===== src/sv/packbits_style_rle_encoder_defines.svh =====
// assertion macros for the rle encoder back module
`ifndef PACKBITS_STYLE_RLE_ENCODER_DEFINES_SVH
`define PACKBITS_STYLE_RLE_ENCODER_DEFINES_SVH

// same-cycle implication, checked on every rising clk edge outside reset
`define PBRLE_ASSERT_IMPL(lbl, ante, cons, msg) \
  lbl: assert property (@(posedge clk) disable iff (rst) (ante) |-> (cons)) \
    else $error(msg);

// next-cycle implication
`define PBRLE_ASSERT_NEXT(lbl, ante, cons, msg) \
  lbl: assert property (@(posedge clk) disable iff (rst) (ante) |=> (cons)) \
    else $error(msg);

`endif


===== src/sv/pbrle_pkg.sv =====
// shared types, constants and helpers of the rle encoder
package pbrle_pkg;

  localparam int OFFSET_BITS = 24;
  localparam int PIX_W       = 32;
  localparam int OUT_OFF_W   = 24;
  localparam int DELTA_W     = 10;
  localparam int QDEPTH      = 4;
  localparam int QPTR_W      = $clog2(QDEPTH);

  localparam logic [1:0] SIZE_1B = 2'd0;
  localparam logic [1:0] SIZE_2B = 2'd1;

  localparam logic [7:0] RUN_MAX  = 8'd128;
  localparam logic [7:0] LIT_BASE = 8'd127;
  localparam logic [6:0] LIT_LAST = 7'd127;

  // packet operations handed from front to back
  typedef enum logic [2:0] {
    OP_NONE,
    OP_CL,    // close literal packet of n pixels
    OP_CR,    // close repeat packet of run n
    OP_AL,    // add literal pixel at index n
    OP_ALCL   // add literal pixel at index n, then close with n+1
  } op_t;

  typedef struct packed {
    op_t              a_op;
    logic [7:0]       a_n;
    logic [PIX_W-1:0] a_pix;
    op_t              b_op;   // end-of-stream flush, OP_NONE otherwise
    logic [7:0]       b_n;
    logic [PIX_W-1:0] b_pix;
  } cmd_t;

  function automatic logic [PIX_W-1:0] pix_mask(input logic [1:0] size);
    logic [PIX_W-1:0] m;
    unique case (size)
      SIZE_1B: m = PIX_W'(32'h0000_00ff);
      SIZE_2B: m = PIX_W'(32'h0000_ffff);
      default: m = '1;
    endcase
    return m;
  endfunction

  function automatic logic [1:0] pix_shift(input logic [1:0] size);
    logic [1:0] s;
    unique case (size)
      SIZE_1B: s = 2'd0;
      SIZE_2B: s = 2'd1;
      default: s = 2'd2;
    endcase
    return s;
  endfunction

endpackage


===== src/sv/pbrle_ifs.sv =====
// channel interfaces: pixel input, buffer write output, configuration write
interface pbrle_pix_if import pbrle_pkg::*; ();
  logic             valid;
  logic             ready;
  logic [PIX_W-1:0] pixel;
  logic             end_of_stream;

  modport source (output valid, pixel, end_of_stream, input ready);
  modport sink   (input valid, pixel, end_of_stream, output ready);
endinterface

interface pbrle_wr_if import pbrle_pkg::*; ();
  logic                 valid;
  logic                 ready;
  logic [OUT_OFF_W-1:0] write_offset;
  logic [PIX_W-1:0]     write_value;
  logic                 write_kind;
  logic                 last_of_item;
  logic                 stream_done;
  logic [OUT_OFF_W-1:0] total_bytes;
  logic                 overflow;

  modport source (output valid, write_offset, write_value, write_kind, last_of_item,
                  stream_done, total_bytes, overflow, input ready);
  modport sink   (input valid, write_offset, write_value, write_kind, last_of_item,
                  stream_done, total_bytes, overflow, output ready);
endinterface

interface pbrle_cfg_if ();
  logic       valid;
  logic       ready;
  logic [1:0] data;

  modport source (output valid, data, input ready);
  modport sink   (input valid, data, output ready);
endinterface


===== src/sv/pbrle_front.sv =====
// front: tracks runs and literals, turns each item into a packet command
module pbrle_front import pbrle_pkg::*; (
  input  logic             clk,
  input  logic             rst,
  pbrle_pix_if.sink        pixels,
  input  logic [1:0]       pixel_size,
  output logic             push_valid,
  input  logic             push_ready,
  output cmd_t             push_cmd
);

  logic [PIX_W-1:0] held, held_next;
  logic [7:0]       run, run_next;
  logic [6:0]       lit, lit_next;
  logic             have_first, have_first_next;

  logic [PIX_W-1:0] mask;
  logic [PIX_W-1:0] cur;
  logic [PIX_W-1:0] held_m;
  logic             accept;
  cmd_t             cmd;

  assign mask   = pix_mask(pixel_size);
  assign cur    = pixels.pixel & mask;
  assign held_m = held & mask;
  assign accept = pixels.valid && pixels.ready;

  assign pixels.ready = push_ready;

  always_comb begin
    cmd             = '0;
    cmd.a_op        = OP_NONE;
    cmd.b_op        = OP_NONE;
    held_next       = held;
    run_next        = run;
    lit_next        = lit;
    have_first_next = have_first;

    if (!have_first) begin
      held_next       = cur;
      have_first_next = 1'b1;
    end else if (cur == held_m) begin
      // a pending literal implies a run of one
      if (lit != 7'd0) begin
        cmd.a_op = OP_CL;
        cmd.a_n  = {1'b0, lit};
        lit_next = 7'd0;
        run_next = run + 8'd1;
      end else if (run != RUN_MAX) begin
        run_next = run + 8'd1;
      end else begin
        cmd.a_op  = OP_CR;
        cmd.a_n   = run;
        cmd.a_pix = held_m;
        run_next  = 8'd1;
      end
    end else begin
      if (run > 8'd1) begin
        cmd.a_op  = OP_CR;
        cmd.a_n   = run;
        cmd.a_pix = held_m;
        run_next  = 8'd1;
      end else if (lit == LIT_LAST) begin
        cmd.a_op  = OP_ALCL;
        cmd.a_n   = {1'b0, lit};
        cmd.a_pix = held_m;
        lit_next  = 7'd0;
      end else begin
        cmd.a_op  = OP_AL;
        cmd.a_n   = {1'b0, lit};
        cmd.a_pix = held_m;
        lit_next  = lit + 7'd1;
      end
      held_next = cur;
    end

    if (pixels.end_of_stream) begin
      if (run_next > 8'd1) begin
        cmd.b_op = OP_CR;
        cmd.b_n  = run_next;
      end else begin
        cmd.b_op = OP_ALCL;
        cmd.b_n  = {1'b0, lit_next};
      end
      cmd.b_pix       = cur;
      held_next       = '0;
      run_next        = 8'd1;
      lit_next        = 7'd0;
      have_first_next = 1'b0;
    end
  end

  // items that cause no write never enter the queue
  assign push_valid = accept && (cmd.a_op != OP_NONE || cmd.b_op != OP_NONE);
  assign push_cmd   = cmd;

  always_ff @(posedge clk) begin
    if (rst) begin
      held       <= '0;
      run        <= 8'd1;
      lit        <= 7'd0;
      have_first <= 1'b0;
    end else if (accept) begin
      held       <= held_next;
      run        <= run_next;
      lit        <= lit_next;
      have_first <= have_first_next;
    end
  end

endmodule


===== src/sv/pbrle_cmd_queue.sv =====
// short command queue between front and back
module pbrle_cmd_queue import pbrle_pkg::*; (
  input  logic clk,
  input  logic rst,
  input  logic push_valid,
  output logic push_ready,
  input  cmd_t push_cmd,
  output logic pop_valid,
  input  logic pop_ready,
  output cmd_t pop_cmd
);

  cmd_t              entries [QDEPTH];
  logic [QPTR_W-1:0] wr_ptr;
  logic [QPTR_W-1:0] rd_ptr;
  logic [QPTR_W:0]   count;
  logic              do_push;
  logic              do_pop;

  assign push_ready = count != (QPTR_W+1)'(QDEPTH);
  assign pop_valid  = count != '0;
  assign pop_cmd    = entries[rd_ptr];
  assign do_push    = push_valid && push_ready;
  assign do_pop     = pop_valid && pop_ready;

  always_ff @(posedge clk) begin
    if (rst) begin
      wr_ptr <= '0;
      rd_ptr <= '0;
      count  <= '0;
    end else begin
      if (do_push) wr_ptr <= wr_ptr + 1'b1;
      if (do_pop)  rd_ptr <= rd_ptr + 1'b1;
      unique case ({do_push, do_pop})
        2'b10:   count <= count + 1'b1;
        2'b01:   count <= count - 1'b1;
        default: count <= count;
      endcase
    end
  end

  always_ff @(posedge clk) begin
    if (do_push) entries[wr_ptr] <= push_cmd;
  end

endmodule


===== src/sv/pbrle_back.sv =====
// back: expands packet commands into buffer writes and tracks the offset
`include "packbits_style_rle_encoder_defines.svh"

module pbrle_back import pbrle_pkg::*; (
  input  logic       clk,
  input  logic       rst,
  input  logic [1:0] pixel_size,
  input  logic       pop_valid,
  output logic       pop_ready,
  input  cmd_t       head,
  pbrle_wr_if.source writes
);

  logic [OFFSET_BITS-1:0] ps;
  logic                   ovf;
  logic                   phase;
  logic                   sub;
  logic                   out_valid;

  logic                   eff_b;
  op_t                    op;
  logic [7:0]             n;
  logic [7:0]             n1;
  logic [PIX_W-1:0]       pix;
  logic [1:0]             sh;
  logic [DELTA_W-1:0]     n_sh;
  logic [DELTA_W-1:0]     n1_sh;
  logic [DELTA_W-1:0]     one_sh;

  logic                   is_pix;
  logic [7:0]             opc;
  logic [DELTA_W-1:0]     delta;
  logic                   adv_en;
  logic [DELTA_W-1:0]     adv;

  logic                   two_part;
  logic                   op_done;
  logic                   cmd_last;
  logic                   eos;
  logic                   step;
  logic                   stream_end;

  logic [OFFSET_BITS:0]   off_sum;
  logic [OFFSET_BITS:0]   adv_sum;
  logic [OFFSET_BITS-1:0] off_sat;
  logic [OFFSET_BITS-1:0] ps_next;
  logic                   ovf_w;
  logic                   ovf_next;

  assign eff_b  = phase || (head.a_op == OP_NONE);
  assign op     = eff_b ? head.b_op : head.a_op;
  assign n      = eff_b ? head.b_n : head.a_n;
  assign pix    = eff_b ? head.b_pix : head.a_pix;
  assign n1     = n + 8'd1;
  assign sh     = pix_shift(pixel_size);
  assign n_sh   = DELTA_W'(n) << sh;
  assign n1_sh  = DELTA_W'(n1) << sh;
  assign one_sh = DELTA_W'(1) << sh;

  always_comb begin
    is_pix = 1'b0;
    opc    = 8'd0;
    delta  = '0;
    adv_en = 1'b0;
    adv    = '0;
    unique case (op)
      OP_CL: begin
        opc    = LIT_BASE + n;
        adv_en = 1'b1;
        adv    = DELTA_W'(1) + n_sh;
      end
      OP_CR: begin
        if (!sub) begin
          opc = n - 8'd1;
        end else begin
          is_pix = 1'b1;
          delta  = DELTA_W'(1);
          adv_en = 1'b1;
          adv    = DELTA_W'(1) + one_sh;
        end
      end
      OP_AL: begin
        is_pix = 1'b1;
        delta  = DELTA_W'(1) + n_sh;
      end
      OP_ALCL: begin
        if (!sub) begin
          is_pix = 1'b1;
          delta  = DELTA_W'(1) + n_sh;
        end else begin
          opc    = LIT_BASE + n1;
          adv_en = 1'b1;
          adv    = DELTA_W'(1) + n1_sh;
        end
      end
      default: begin
        is_pix = 1'b0;
      end
    endcase
  end

  assign two_part   = (op == OP_CR) || (op == OP_ALCL);
  assign op_done    = !two_part || sub;
  assign cmd_last   = op_done && (eff_b || head.b_op == OP_NONE);
  assign eos        = head.b_op != OP_NONE;
  assign step       = pop_valid && (!out_valid || writes.ready);
  assign pop_ready  = step && cmd_last;
  assign stream_end = step && cmd_last && eos;

  // ps never exceeds the limit, so the carry bit marks an overflow
  assign off_sum  = {1'b0, ps} + (OFFSET_BITS+1)'(delta);
  assign adv_sum  = {1'b0, ps} + (OFFSET_BITS+1)'(adv);
  assign off_sat  = off_sum[OFFSET_BITS] ? {OFFSET_BITS{1'b1}} : off_sum[OFFSET_BITS-1:0];
  assign ovf_w    = ovf || off_sum[OFFSET_BITS];
  assign ps_next  = !adv_en ? ps :
                    (adv_sum[OFFSET_BITS] ? {OFFSET_BITS{1'b1}} : adv_sum[OFFSET_BITS-1:0]);
  assign ovf_next = ovf_w || (adv_en && adv_sum[OFFSET_BITS]);

  always_ff @(posedge clk) begin
    if (rst) begin
      ps        <= '0;
      ovf       <= 1'b0;
      phase     <= 1'b0;
      sub       <= 1'b0;
      out_valid <= 1'b0;
    end else begin
      if (step) begin
        out_valid <= 1'b1;
      end else if (writes.ready) begin
        out_valid <= 1'b0;
      end
      if (step) begin
        if (cmd_last) begin
          phase <= 1'b0;
          sub   <= 1'b0;
        end else if (op_done) begin
          phase <= 1'b1;
          sub   <= 1'b0;
        end else begin
          sub <= 1'b1;
        end
        if (stream_end) begin
          ps  <= '0;
          ovf <= 1'b0;
        end else begin
          ps  <= ps_next;
          ovf <= ovf_next;
        end
      end
    end
  end

  always_ff @(posedge clk) begin
    if (step) begin
      writes.write_offset <= OUT_OFF_W'(off_sat);
      writes.write_value  <= is_pix ? pix : PIX_W'(opc);
      writes.write_kind   <= is_pix;
      writes.last_of_item <= cmd_last;
      writes.stream_done  <= cmd_last && eos;
      writes.total_bytes  <= (cmd_last && eos) ? OUT_OFF_W'(ps_next) : '0;
      writes.overflow     <= (cmd_last && eos) ? ovf_next : ovf_w;
    end
  end

  assign writes.valid = out_valid;

  `PBRLE_ASSERT_NEXT(a_end_clears, stream_end, ps == '0 && !ovf, "stream state not cleared")
  `PBRLE_ASSERT_NEXT(a_ovf_sticky, ovf && !stream_end, ovf, "overflow flag dropped mid-stream")
  `PBRLE_ASSERT_IMPL(a_sub_two_part, sub, pop_valid && two_part, "second write of one-write op")
  `PBRLE_ASSERT_IMPL(a_phase_flush, phase, pop_valid && head.b_op != OP_NONE, "flush without op")

endmodule


===== src/sv/packbits_style_rle_encoder.sv =====
// an item's first write is registered in the queue, then in the back's output register;
// throughput: one pixel per cycle while the 4-entry queue has room; the back makes one
// write per cycle while writes.ready holds, 0 to 4 per pixel, so writes set the rate
// reset (rst, synchronous): pixel size back to one byte, stream state, offset, queue
// and output valid cleared; the next pixel starts a new image at offset 0
module packbits_style_rle_encoder import pbrle_pkg::*; (
  input  logic       clk,
  input  logic       rst,
  pbrle_cfg_if.sink  cfg,
  pbrle_pix_if.sink  pixels,
  pbrle_wr_if.source writes
);

  logic [1:0] pixel_size;
  logic       push_valid;
  logic       push_ready;
  cmd_t       push_cmd;
  logic       pop_valid;
  logic       pop_ready;
  cmd_t       pop_cmd;

  assign cfg.ready = 1'b1;

  always_ff @(posedge clk) begin
    if (rst) begin
      pixel_size <= SIZE_1B;
    end else if (cfg.valid && cfg.ready) begin
      pixel_size <= cfg.data;
    end
  end

  pbrle_front u_front (
    .clk        (clk),
    .rst        (rst),
    .pixels     (pixels),
    .pixel_size (pixel_size),
    .push_valid (push_valid),
    .push_ready (push_ready),
    .push_cmd   (push_cmd)
  );

  pbrle_cmd_queue u_queue (
    .clk        (clk),
    .rst        (rst),
    .push_valid (push_valid),
    .push_ready (push_ready),
    .push_cmd   (push_cmd),
    .pop_valid  (pop_valid),
    .pop_ready  (pop_ready),
    .pop_cmd    (pop_cmd)
  );

  pbrle_back u_back (
    .clk        (clk),
    .rst        (rst),
    .pixel_size (pixel_size),
    .pop_valid  (pop_valid),
    .pop_ready  (pop_ready),
    .head       (pop_cmd),
    .writes     (writes)
  );

endmodule

===== src/flat_wrapper.sv =====
// flat-port wrapper written by rule: the top's interface ports become plain ports
module packbits_style_rle_encoder_flat import pbrle_pkg::*;
  (clk, rst, cfg_valid, cfg_data, cfg_ready, pixels_valid, pixels_pixel, pixels_end_of_stream, pixels_ready, writes_valid, writes_write_offset, writes_write_value, writes_write_kind, writes_last_of_item, writes_stream_done, writes_total_bytes, writes_overflow, writes_ready);
  pbrle_cfg_if cfg_i ();
  pbrle_pix_if pixels_i ();
  pbrle_wr_if writes_i ();
  input  logic clk;
  input  logic rst;
  input wire logic [$bits(cfg_i.valid)-1:0] cfg_valid;
  input wire logic [$bits(cfg_i.data)-1:0] cfg_data;
  output wire logic [$bits(cfg_i.ready)-1:0] cfg_ready;
  input wire logic [$bits(pixels_i.valid)-1:0] pixels_valid;
  input wire logic [$bits(pixels_i.pixel)-1:0] pixels_pixel;
  input wire logic [$bits(pixels_i.end_of_stream)-1:0] pixels_end_of_stream;
  output wire logic [$bits(pixels_i.ready)-1:0] pixels_ready;
  output wire logic [$bits(writes_i.valid)-1:0] writes_valid;
  output wire logic [$bits(writes_i.write_offset)-1:0] writes_write_offset;
  output wire logic [$bits(writes_i.write_value)-1:0] writes_write_value;
  output wire logic [$bits(writes_i.write_kind)-1:0] writes_write_kind;
  output wire logic [$bits(writes_i.last_of_item)-1:0] writes_last_of_item;
  output wire logic [$bits(writes_i.stream_done)-1:0] writes_stream_done;
  output wire logic [$bits(writes_i.total_bytes)-1:0] writes_total_bytes;
  output wire logic [$bits(writes_i.overflow)-1:0] writes_overflow;
  input wire logic [$bits(writes_i.ready)-1:0] writes_ready;
  assign cfg_i.valid = cfg_valid;
  assign cfg_i.data = cfg_data;
  assign cfg_ready = cfg_i.ready;
  assign pixels_i.valid = pixels_valid;
  assign pixels_i.pixel = pixels_pixel;
  assign pixels_i.end_of_stream = pixels_end_of_stream;
  assign pixels_ready = pixels_i.ready;
  assign writes_valid = writes_i.valid;
  assign writes_write_offset = writes_i.write_offset;
  assign writes_write_value = writes_i.write_value;
  assign writes_write_kind = writes_i.write_kind;
  assign writes_last_of_item = writes_i.last_of_item;
  assign writes_stream_done = writes_i.stream_done;
  assign writes_total_bytes = writes_i.total_bytes;
  assign writes_overflow = writes_i.overflow;
  assign writes_i.ready = writes_ready;
  packbits_style_rle_encoder u_core (.clk(clk), .rst(rst), .cfg(cfg_i), .pixels(pixels_i), .writes(writes_i));
endmodule

===== config.mk =====
export PLATFORM = sky130hd
export DESIGN_NAME = packbits_style_rle_encoder_flat
export DESIGN_NICKNAME = d
export VERILOG_FILES = /design/src/sv/pbrle_pkg.sv /design/src/sv/pbrle_ifs.sv /design/src/sv/pbrle_front.sv /design/src/sv/pbrle_cmd_queue.sv /design/src/sv/pbrle_back.sv /design/src/sv/packbits_style_rle_encoder.sv /design/src/flat_wrapper.sv
export VERILOG_INCLUDE_DIRS = /design/src /design/src/sv
export SDC_FILE = /design/constraint.sdc
export NUM_CORES = 1
export LEC_CHECK = 0
export ABC_AREA = 1
export BUFFER_PORTS_ARGS = -buffer_cell sky130_fd_sc_hd__buf_2
export CAP_MARGIN = 10
export CORE_MARGIN = 10
export CORE_UTILIZATION = 55
export CTS_CLUSTER_SIZE = 10
export DETAILED_ROUTE_END_ITERATION = 16
export PLACE_DENSITY = 0.73
export SLEW_MARGIN = 0
export SYNTH_ARGS = -nofsm -noshare
export SYNTH_HDL_FRONTEND = slang
export SYNTH_SLANG_ARGS = --single-unit

===== constraint.sdc =====
create_clock -name clk -period 10.2 [get_ports clk]
set_input_delay 1.02 -clock clk [delete_from_list [all_inputs] [get_ports clk]]
set_output_delay 1.02 -clock clk [all_outputs]
set_load 0.02 [all_outputs]

---- Yosys cells after proc, flatten, opt, wreduce, memory -nomap -nowiden ----
Memories as Yosys holds them, arrays and structs flattened. A register that Yosys moved wholly into a read port is not among the register bits.
Cells that the tools add are included.
word-level totals
  logic and storage cells ................. 150
  memories ................................ 1
  memory bits (writable) .................. 344
  output and inout bits ................... 87
  flip-flop bits (word level) ............. 169
  input bits .............................. 40
cells by class
  bitwise gates (word level) .............. 2
  reduce and logical (&&, ||, !) cells .... 34
  magnitude comparators ................... 2
  add/sub/neg operators ................... 15
  eq/ne operators ......................... 12
  shift operators ......................... 3
  mux-type cells .......................... 60
memories
  name                    depth  width  read ports  clocked after Yosys merged registers in  write ports  RTL line               RTL
  u_core.u_queue.entries  4      86     1           1                                        1            pbrle_cmd_queue.sv:13  cmd_t entries [QDEPTH];
operators with widths
  operator                                                              number
  43-bit 2-to-1 mux                                                     5
  32-bit 2-to-1 mux                                                     5
  8-bit 2-to-1 mux                                                      10
  24-bit 2-to-1 mux                                                     3
  32-bit AND                                                            2
  32-bit one-hot mux with 2 select lines                                1
  10-bit one-hot mux with 3 select lines                                2
  24-bit by 10-bit adder with 25-bit output                             2
  42-bit 2-to-1 mux                                                     1
  7-bit 2-to-1 mux                                                      6
  32-bit equality test                                                  1
  1-bit by 10-bit adder with 10-bit output, first input constant        3
  10-bit 2-to-1 mux                                                     3
  8-bit one-hot mux with 3 select lines                                 1
  11-bit 2-to-1 mux                                                     2
  8-bit by 2-bit << shifter with 10-bit output                          2
  7-bit by 8-bit adder with 8-bit output, first input constant          2
  8-bit by 1-bit adder with 8-bit output, second input constant         2
  8-bit by 1-bit > comparator with 1-bit output, second input constant  2
  1-bit 2-to-1 mux                                                      14
  3-bit nonzero test                                                    4
  1-bit logical AND                                                     10
  1-bit by 2-bit << shifter with 10-bit output, first input constant    1
  1-bit logical OR                                                      8
  26 further kinds                                                      36

---- Depth between registers and ports, before layout ----
Gate-level depths: netlist of run 1.
  depth in word-level cells ............... 15
  gate-level depth with buffers ........... 38
  depth with buffers taken out ............ 37

---- Cells and area by module ----
A second synthesis of run 1 with hierarchy kept.
unflattened totals
  cells, all modules ...................... 2756
  area, all modules ....................... 25345.6 sq um
modules (own cells, without submodules)
  module                      cells an instance  sequential area each (sq um)  area an instance (sq um)  times used
  pbrle_cmd_queue             899                10510.1                       13198.9                   1
  pbrle_back                  1161               3083.0                        8262.9                    1
  pbrle_front                 681                960.9                         3791.1                    1
  packbits_style_rle_encoder  15                 40.0                          92.6                      1

---- Least setup slack after synthesis of run 1 ----
OpenSTA, ideal clock, no wires.
  kind .................................... input -> register
  from .................................... input writes_ready
  to ...................................... register u_core.u_queue.count[2]
  path slack .............................. 1.577 ns
  library setup time ...................... 0.122 ns
  buffers on the path ..................... 0
  stages .................................. 11
  required time ........................... 10.078 ns
  data arrival time ....................... 8.501 ns
  cells stage by stage .................... nor2_1 -> a31oi_1 -> clkinv_1 -> nor2_1 -> ha_1 -> inv_1 -> fa_1 -> a21oi_1 -> o21ai_0 -> o21ai_0 -> a21oi_1
on the way
  longest elaborated chain between the ends .. 6
  elaborated cells between the ends (all ways) .. 8
  classes of those cells .................. eq/ne (2); mux (1); reduce/logical (5)
ends and longest elaborated chain
  element                                                                                       RTL line               RTL
  from (decl)                                                                                   flat_wrapper.sv:24     input wire logic [$bits(writes_i.ready)-1:0] writes_ready;
  1-bit logical OR *                                                                            pbrle_back.sv:106      assign step = pop_valid && (!out_valid || writes.ready);
  1-bit logical AND *                                                                           pbrle_back.sv:106
  named net u_core.u_back.step                                                                  pbrle_back.sv:40       logic step;
  1-bit logical AND *                                                                           pbrle_back.sv:107      assign pop_ready = step && cmd_last;
  1-bit logical AND *                                                                           pbrle_cmd_queue.sv:24  assign do_pop = pop_valid && pop_ready;
  named net u_core.u_queue.do_pop                                                               pbrle_cmd_queue.sv:18  logic do_pop;
  2-bit by 1-bit equality test with 1-bit output / 2-bit equality test (equally long branches)  pbrle_cmd_queue.sv:34  unique case ({do_push, do_pop})
  3-bit one-hot mux with 2 select lines / 2-bit nonzero test (equally long branches)            --
  to (signal assigned)                                                                          pbrle_cmd_queue.sv:35  2'b10: count <= count + 1'b1;
  to (signal assigned)                                                                          pbrle_cmd_queue.sv:36  2'b01: count <= count - 1'b1;
  to (signal assigned)                                                                          pbrle_cmd_queue.sv:37  default: count <= count;
  to (decl)                                                                                     pbrle_cmd_queue.sv:16  logic [QPTR_W:0] count;
Mark *: on every way through the listed nets, which the timed path passes. The rest lies on a longest branch.
A chain may end at the register's enable or synchronous reset.

==> results_dict.tcl, run 1 <==
set metrics [dict create \
    drt-total-wl_um 64800 \
    cp-end-kind "flip-flop" \
    slowest_delay_ns 0.85 \
    cts_root_buffer "clkbuf_16" \
    pre_cts_ws_ns 2.55 \
    seqPwrFrac 0.379 \
    rows 77 \
    port_buffers 125 \
    worstPathArrival_ns 8.22 \
    cts-buffers-inserted 58 \
    htree_levels 2 \
    ys_warn_count 0 \
    place_hpwl_um 41300 \
    p_int_mw 4.45 \
    finalHoldViolCount 0 \
    min_path_cells 1 \
    p_leak_nw 10.5 \
    cp_max_fo 79 \
    power_density_nw_per_um2 269 \
    place_inst 3131 \
    via_per_inst 5.83 \
    synth_fa_ha_area_frac 0.0209 \
    max-cap-violations 0 \
    tns_ns 0 \
    seq_area_frac_synth 0.594 \
    vdd_drop_max_mv 0.168 \
    gp_congestion 0.946 \
    grt_max_degree 99 \
    finalMaxSlewViolations 0 \
    die_w_um 231 \
    antenna_found_initial 1 \
    pin_count 127 \
    ys_top_cells_by_area "edfxtp_1, nand2_1, dfxtp_1" \
    cpLargestDelayFamily "buffers and inverters" \
    drc_errors 0 \
    timing.final.ws_setup_ns 2.43 \
    yosys.area.top_type "edfxtp_1" \
    synthDistinctLibCells 56 \
    die-height_um 231 \
    synthSimpleGateAreaFrac 0.171 \
    slew_headroom 0.152 \
    synth_area_sq_um 24400 \
    worstSetupPathType "flip-flop to flip-flop" \
    cp_common_cell "nand2_1" \
    coreArea_sq_um 44000 \
    cts_resized 0 \
    power.switching_fraction 0.391 \
    synth_edf_count 424 \
    fin_cells 3242 \
    power.share.clock 0.263 \
    multiInputGateArea_sq_um 8470 \
    area_growth_pct 11.3 \
    skew_ns 0.0578 \
    grt.total_usage 0.239 \
    grt_pass1_wl_um 102000 \
    num_vias 18900 \
    die_area_sq_um 53100 \
    layout-drive-gt1-share 0.108 \
    fillers 3630 \
    slowest_stage "dfxtp_4" \
    grt_pass1_vias 18400 \
    postCtsHoldBufs 0 \
    async_flop_share 0 \
    setup_viol 0 \
    synth_seq_cells 511 \
    synth_top_family_by_area "simple AND/OR/NAND/NOR gates" \
    outcome "finished clean" \
    synth_flop_cell "edfxtp_1" \
    reg2regPathDepth 31 \
    syn-num-nets 2599 \
    clkSlewWorstSetupHoldPaths_ns 0.06 \
    synth_xor_xnor_area_share 0.0205 \
    clock_path_buffers 3 \
    synth_mux_area_frac 0.000411 \
    dr.pass1.iters 6 \
    period_needed_ns 7.77 \
    crit_cells 31 \
    combPwrFrac 0.357 \
    ant_nets 0 \
    p_switching_mw 2.86 \
    wl_per_cell_um 20.0 \
    netlist.area_leader.share 0.522 \
    synth_common_cells "nand2_1, edfxtp_1, a21oi_1" \
    tritoncts "yes" \
    overflow 0 \
    cts_sinks 511 \
    cp.required_ns 10.66 \
    rsz0062_at_grt "false" \
    timing.fmax_ghz 0.129 \
    fin_crit_sh 0.761 \
    syn_inst 2520 \
    nets 2678 \
    min_path_type "flip-flop to flip-flop" \
    synth_compound_area_frac 0.132 \
    startpoint_type "flip-flop" \
    clk_latency_ns 0.64 \
    syn_avg_cell_area_sq_um 9.67 \
    drt_first_iter_violations 2001 \
    initial_utilization 0.554 \
    postCtsSetupBuffers 0 \
    final-seq-area_sq_um 14500 \
    synth_most_common_cell "nand2_1" \
    crit_buf_inv 8 \
    worst-slew-pin-transition_ns 1.27 \
]
metrics by stage:
step	power (mW)	hold slack, ns	cell area (sq um)	utilization
global placement	5.35	0.439	25400	0.576
floorplan	4.66	0.422	24400	-
global route	7.69	0.480	27100	0.616
finish	7.31	0.455	27100	0.616
CTS	7.33	0.461	27100	0.616
detailed placement	5.40	0.453	25400	0.576
kinds of logic (layout without fill, tap and decap cells):
kind of cell | count (synthesis) | after routing
simple gates | 994 | 994
compound gates | 552 | 552
flops | 511 | 511
buf+inv | 365 | 494
xor+xnor | 57 | 57
fa+ha+maj | 39 | 39
other cells | 1 | 2
mux | 1 | 1
layer usage:
layer | track usage | up-vias | routed length (um) | share of wire
met4 | 0.0635 | 0 | 1120 | 0.017
met1 | 0.334 | 9103 | 28000 | 0.43
met5 | 0 | - | 0 | 0
met3 | 0.0440 | 77 | 5400 | 0.083
met2 | 0.379 | 796 | 30200 | 0.47
li1 | - | 8924 | - | -
path summary, 6_finish.rpt:
kind / slack (ns) / end / startpoint
worst max-delay path: 2.43 / u_core.u_back.writes.write_offset[20] / flip-flop
worst min-delay path: 0.45 / u_core.u_queue.count[0] / u_core.u_queue.count[0]
worst max register to register: 2.43 / u_core.u_back.writes.write_offset[20] / flip-flop
worst min register to register: 0.45 / u_core.u_queue.count[0] / u_core.u_queue.count[0]
flip-flops by register name (all words and copies together) (netlist names), 7 cells and up, named ones only:
signal and flops:
u_core.u_back.ps 24, u_core.u_back.writes.total_bytes 24, u_core.u_back.writes.write_offset 24, u_core.u_front.held 32, u_core.u_queue.entries 340, u_core.u_back.writes.write_value 32, u_core.u_front.lit 7, u_core.u_front.run 8
power groups by stage:
| stage | Combinational [mW] | Sequential, mW | Clock (mW) |
|---|---|---|---|
| 5_1_grt | 2.86 | 2.80 | 2.04 |
| 2_1_floorplan | 1.61 | 3.05 | 0 |
| 3_3_place_gp | 2.55 | 2.80 | 0 |
| 3_5_place_dp | 2.59 | 2.81 | 0 |
| 4_1_cts | 2.61 | 2.77 | 1.95 |
| 6_report | 2.61 | 2.77 | 1.92 |
area by class of cell:
class | count | area share
clock buffer | 104 | 0.0609
clock inverter | 6 | 0.00396
multi-input combinational | 1644 | 0.312
antenna | 1 | 0.0000922
tap | 592 | 0.0273
sequential | 511 | 0.534
timing repair buffer | 147 | 0.0291
inverter | 237 | 0.0330
worst register-to-register path: cells and delay by family, from the launching register on:
kind / cells / cell delay (ns)
AOI/OAI and AO/OA: 8 / 1.66
adders and majority gates: 1 / 0.46
buffers and inverters: 8 / 2.43
DFF: 1 / 0.85
and+or+nand+nor: 14 / 2.20
layout by cell type (no fill, tap or decap), drive strengths merged, types with 3 or more instances in the layout:
| cell type | Yosys | layout |
|---|---|---|
| o2111ai | 3 | 3 |
| o22ai | 18 | 18 |
| nand2 | 576 | 576 |
| ha | 36 | 36 |
| a211oi | 3 | 3 |
| nand3b | 3 | 3 |
| xnor2 | 17 | 17 |
| nor3 | 25 | 25 |
| o21a | 4 | 4 |
| buf | 51 | 147 |
| a31oi | 7 | 7 |
| a21o | 3 | 3 |
| o31ai | 7 | 7 |
| nand4 | 27 | 27 |
| a22oi | 4 | 4 |
| nand3 | 125 | 125 |
| clkbuf | 77 | 104 |
| inv | 234 | 234 |
| xor2 | 40 | 40 |
| dfxtp | 87 | 87 |
| fa | 3 | 3 |
| or2 | 14 | 14 |
| o221ai | 8 | 8 |
| clkinv | 3 | 8 |
| a21oi | 257 | 257 |
| nor2 | 214 | 214 |
| nor4 | 9 | 9 |
| a221oi | 62 | 62 |
| o21bai | 3 | 3 |
| o211ai | 10 | 10 |
| o21ai | 154 | 154 |
| edfxtp | 424 | 424 |
Note: power is estimated with default switching activity, not from simulation.
==> run 2, diff against run 1 <==
--- a/config.mk
+++ b/config.mk
@@ -13,7 +13,7 @@
 export CORE_UTILIZATION = 55
 export CTS_CLUSTER_SIZE = 10
 export DETAILED_ROUTE_END_ITERATION = 16
-export PLACE_DENSITY = 0.73
+export PLACE_DENSITY = 0.76
 export SLEW_MARGIN = 0
 export SYNTH_ARGS = -nofsm -noshare
 export SYNTH_HDL_FRONTEND = slang
==> constraint.sdc (replaced) <==
create_clock -name clk -period 7 [get_ports clk]
set_input_delay 0.7 -clock clk [delete_from_list [all_inputs] [get_ports clk]]
set_output_delay 0.7 -clock clk [all_outputs]
set_load 0.02 [all_outputs]
==> run 2 against run 1 <==
Net effect: hold slack worse by 0.086 ns; combinational power increased by 50%; sequential power rose by 45%; flip-flop and latch count did not move; critical path depth increased by 1; clock power rose by 45%; first-iteration DRC count increased by 2.9%; global-route usage grew 0.62 points; cell count up 0.40%; clock skew down 0.035 ns; die area did not move.
==> results_dict.tcl, run 2 (synthesis results as in run 1) <==
set metrics [dict create \
    outcome "finished clean" \
    initial_utilization 0.554 \
    port_buffers 125 \
    grt_pass1_wl_um 104000 \
    gp_congestion 0.984 \
    finalHoldViolCount 0 \
    final-seq-area_sq_um 14500 \
    coreArea_sq_um 44000 \
    grt_pass1_vias 18600 \
    tns_ns 0 \
    worstPathArrival_ns 6.60 \
    rsz0062_at_grt "false" \
    final_cell_area_sq_um 27300 \
    layout_common_cells "nand2_1, edfxtp_1, a21oi_1" \
    nets 2692 \
    placed_area_sq_um 25500 \
    slowest_delay_ns 0.67 \
    fin_crit_sh 0.893 \
    grt.total_usage 0.245 \
    cp.required_ns 7.35 \
    drt_first_iter_violations 2059 \
    p_leak_nw 10.6 \
    num_vias 19100 \
    drc_errors 0 \
    postCtsSetupBuffers 0 \
    die-height_um 231 \
    timing.fmax_ghz 0.160 \
    cp_common_cell "nand2_1" \
    htree_levels 2 \
    die_area_sq_um 53100 \
    layout-drive-gt1-share 0.113 \
    largest_reg_flops 340 \
    finalPower_mw 10.7 \
    place_hpwl_um 43100 \
    top_register "u_core.u_queue.entries" \
    finalMaxSlewViolations 0 \
    cts_root_buffer "clkbuf_16" \
    ant_nets 0 \
    min_path_type "input pin to flip-flop" \
    power_density_nw_per_um2 393 \
    reg2regPathDepth 32 \
    fillers 3593 \
    worstSetupPathType "flip-flop to flip-flop" \
    max-cap-violations 0 \
    startpoint_type "flip-flop" \
    antenna_cells 0 \
    period_needed_ns 6.25 \
    clk_latency_ns 0.63 \
    cp_max_fo 45 \
    wl_per_cell_um 20.6 \
    tritoncts "yes" \
    hold_ws_ns 0.369 \
    setup_viol 0 \
    clock_path_buffers 3 \
    cts_sinks 511 \
    slowest_stage "dfxtp_2" \
    dr.pass1.iters 6 \
    vdd_drop_max_mv 0.233 \
    cts-buffers-inserted 59 \
    grt_max_degree 86 \
    cp-end-kind "flip-flop" \
    via_per_inst 5.86 \
    skew_ns 0.0230 \
    die_w_um 231 \
    overflow 0 \
    min_path_cells 3 \
    rows 77 \
    multiInputGateArea_sq_um 8470 \
    antenna_found_initial 0 \
    postCtsHoldBufs 0 \
    pin_count 127 \
    layout_commonest_cell "nand2_1" \
    reg_top3 "u_core.u_queue.entries x340, u_core.u_back.writes.write_value x32, u_core.u_front.held x32" \
    worst-slew-pin-transition_ns 1.20 \
    drt-total-wl_um 67000 \
    slew_headroom 0.191 \
    clkSlewWorstSetupHoldPaths_ns 0.06 \
    area_growth_pct 11.8 \
    cts_resized 0 \
]
## run 2: cell types whose count changed in the layout (fill, tap and decap cells not counted), sizes merged
| cell | change |
|---|---|
| clkinv | +5 |
| clkbuf | -5 |
| diode | -1 |
| inv | +1 |
| buf | +13 |
## run 2: power breakdown
group / switching [mW] / internal, mW
Sequential: 0.163 / 3.87
Clock: 1.18 / 1.61
Combinational: 2.89 / 1.01
Total: 4.23 / 6.49
## run 2: per-layer routing
metal	global-route usage	up-vias	wire, um
met3	0.0350	127	4280
met5	0	-	0
met2	0.419	800	33200
li1	-	8937	-
met1	0.319	9220	27800
met4	0.0771	0	1750
## run 2: per-stage QoR
stage | util | setup WS, ns | cells
after CTS | 0.619 | 0.837 | 3255
after floorplan | - | 1.08 | 2520
after detailed placement | 0.579 | 0.860 | 3144
final | 0.619 | 0.747 | 3255
after global placement | 0.579 | 0.882 | 3144
after global routing | 0.619 | 0.147 | 3255
## run 2: layout make-up
class | instances | share of cell area
Sequential cell | 511 | 0.531
Multi-Input combinational cell | 1644 | 0.311
Clock buffer | 99 | 0.0597
Timing Repair Buffer | 160 | 0.0340
Inverter | 237 | 0.0329
Tap cell | 592 | 0.0272
Clock inverter | 12 | 0.00445
## run 2: path summary, 6_finish.rpt
| path | startpoint | end | slack, ns |
|---|---|---|---|
| setup / recovery | flip-flop | u_core.u_back.writes.total_bytes[15] | 0.75 |
| hold reg to reg | u_core.u_queue.count[0] | u_core.u_queue.count[0] | 0.45 |
| setup reg to reg | flip-flop | u_core.u_back.writes.total_bytes[15] | 0.75 |
| hold / removal | pixels_pixel[0] | u_core.u_front.held[0] | 0.37 |
## run 2: critical path: cells and delay by family, from the launching register on
kind / cells / cell delay [ns]
DFF: 1 / 0.67
adders and majority gates: 2 / 0.52
AOI/OAI and AO/OA: 7 / 1.45
buffers and inverters: 6 / 1.16
and+or+nand+nor: 17 / 2.18
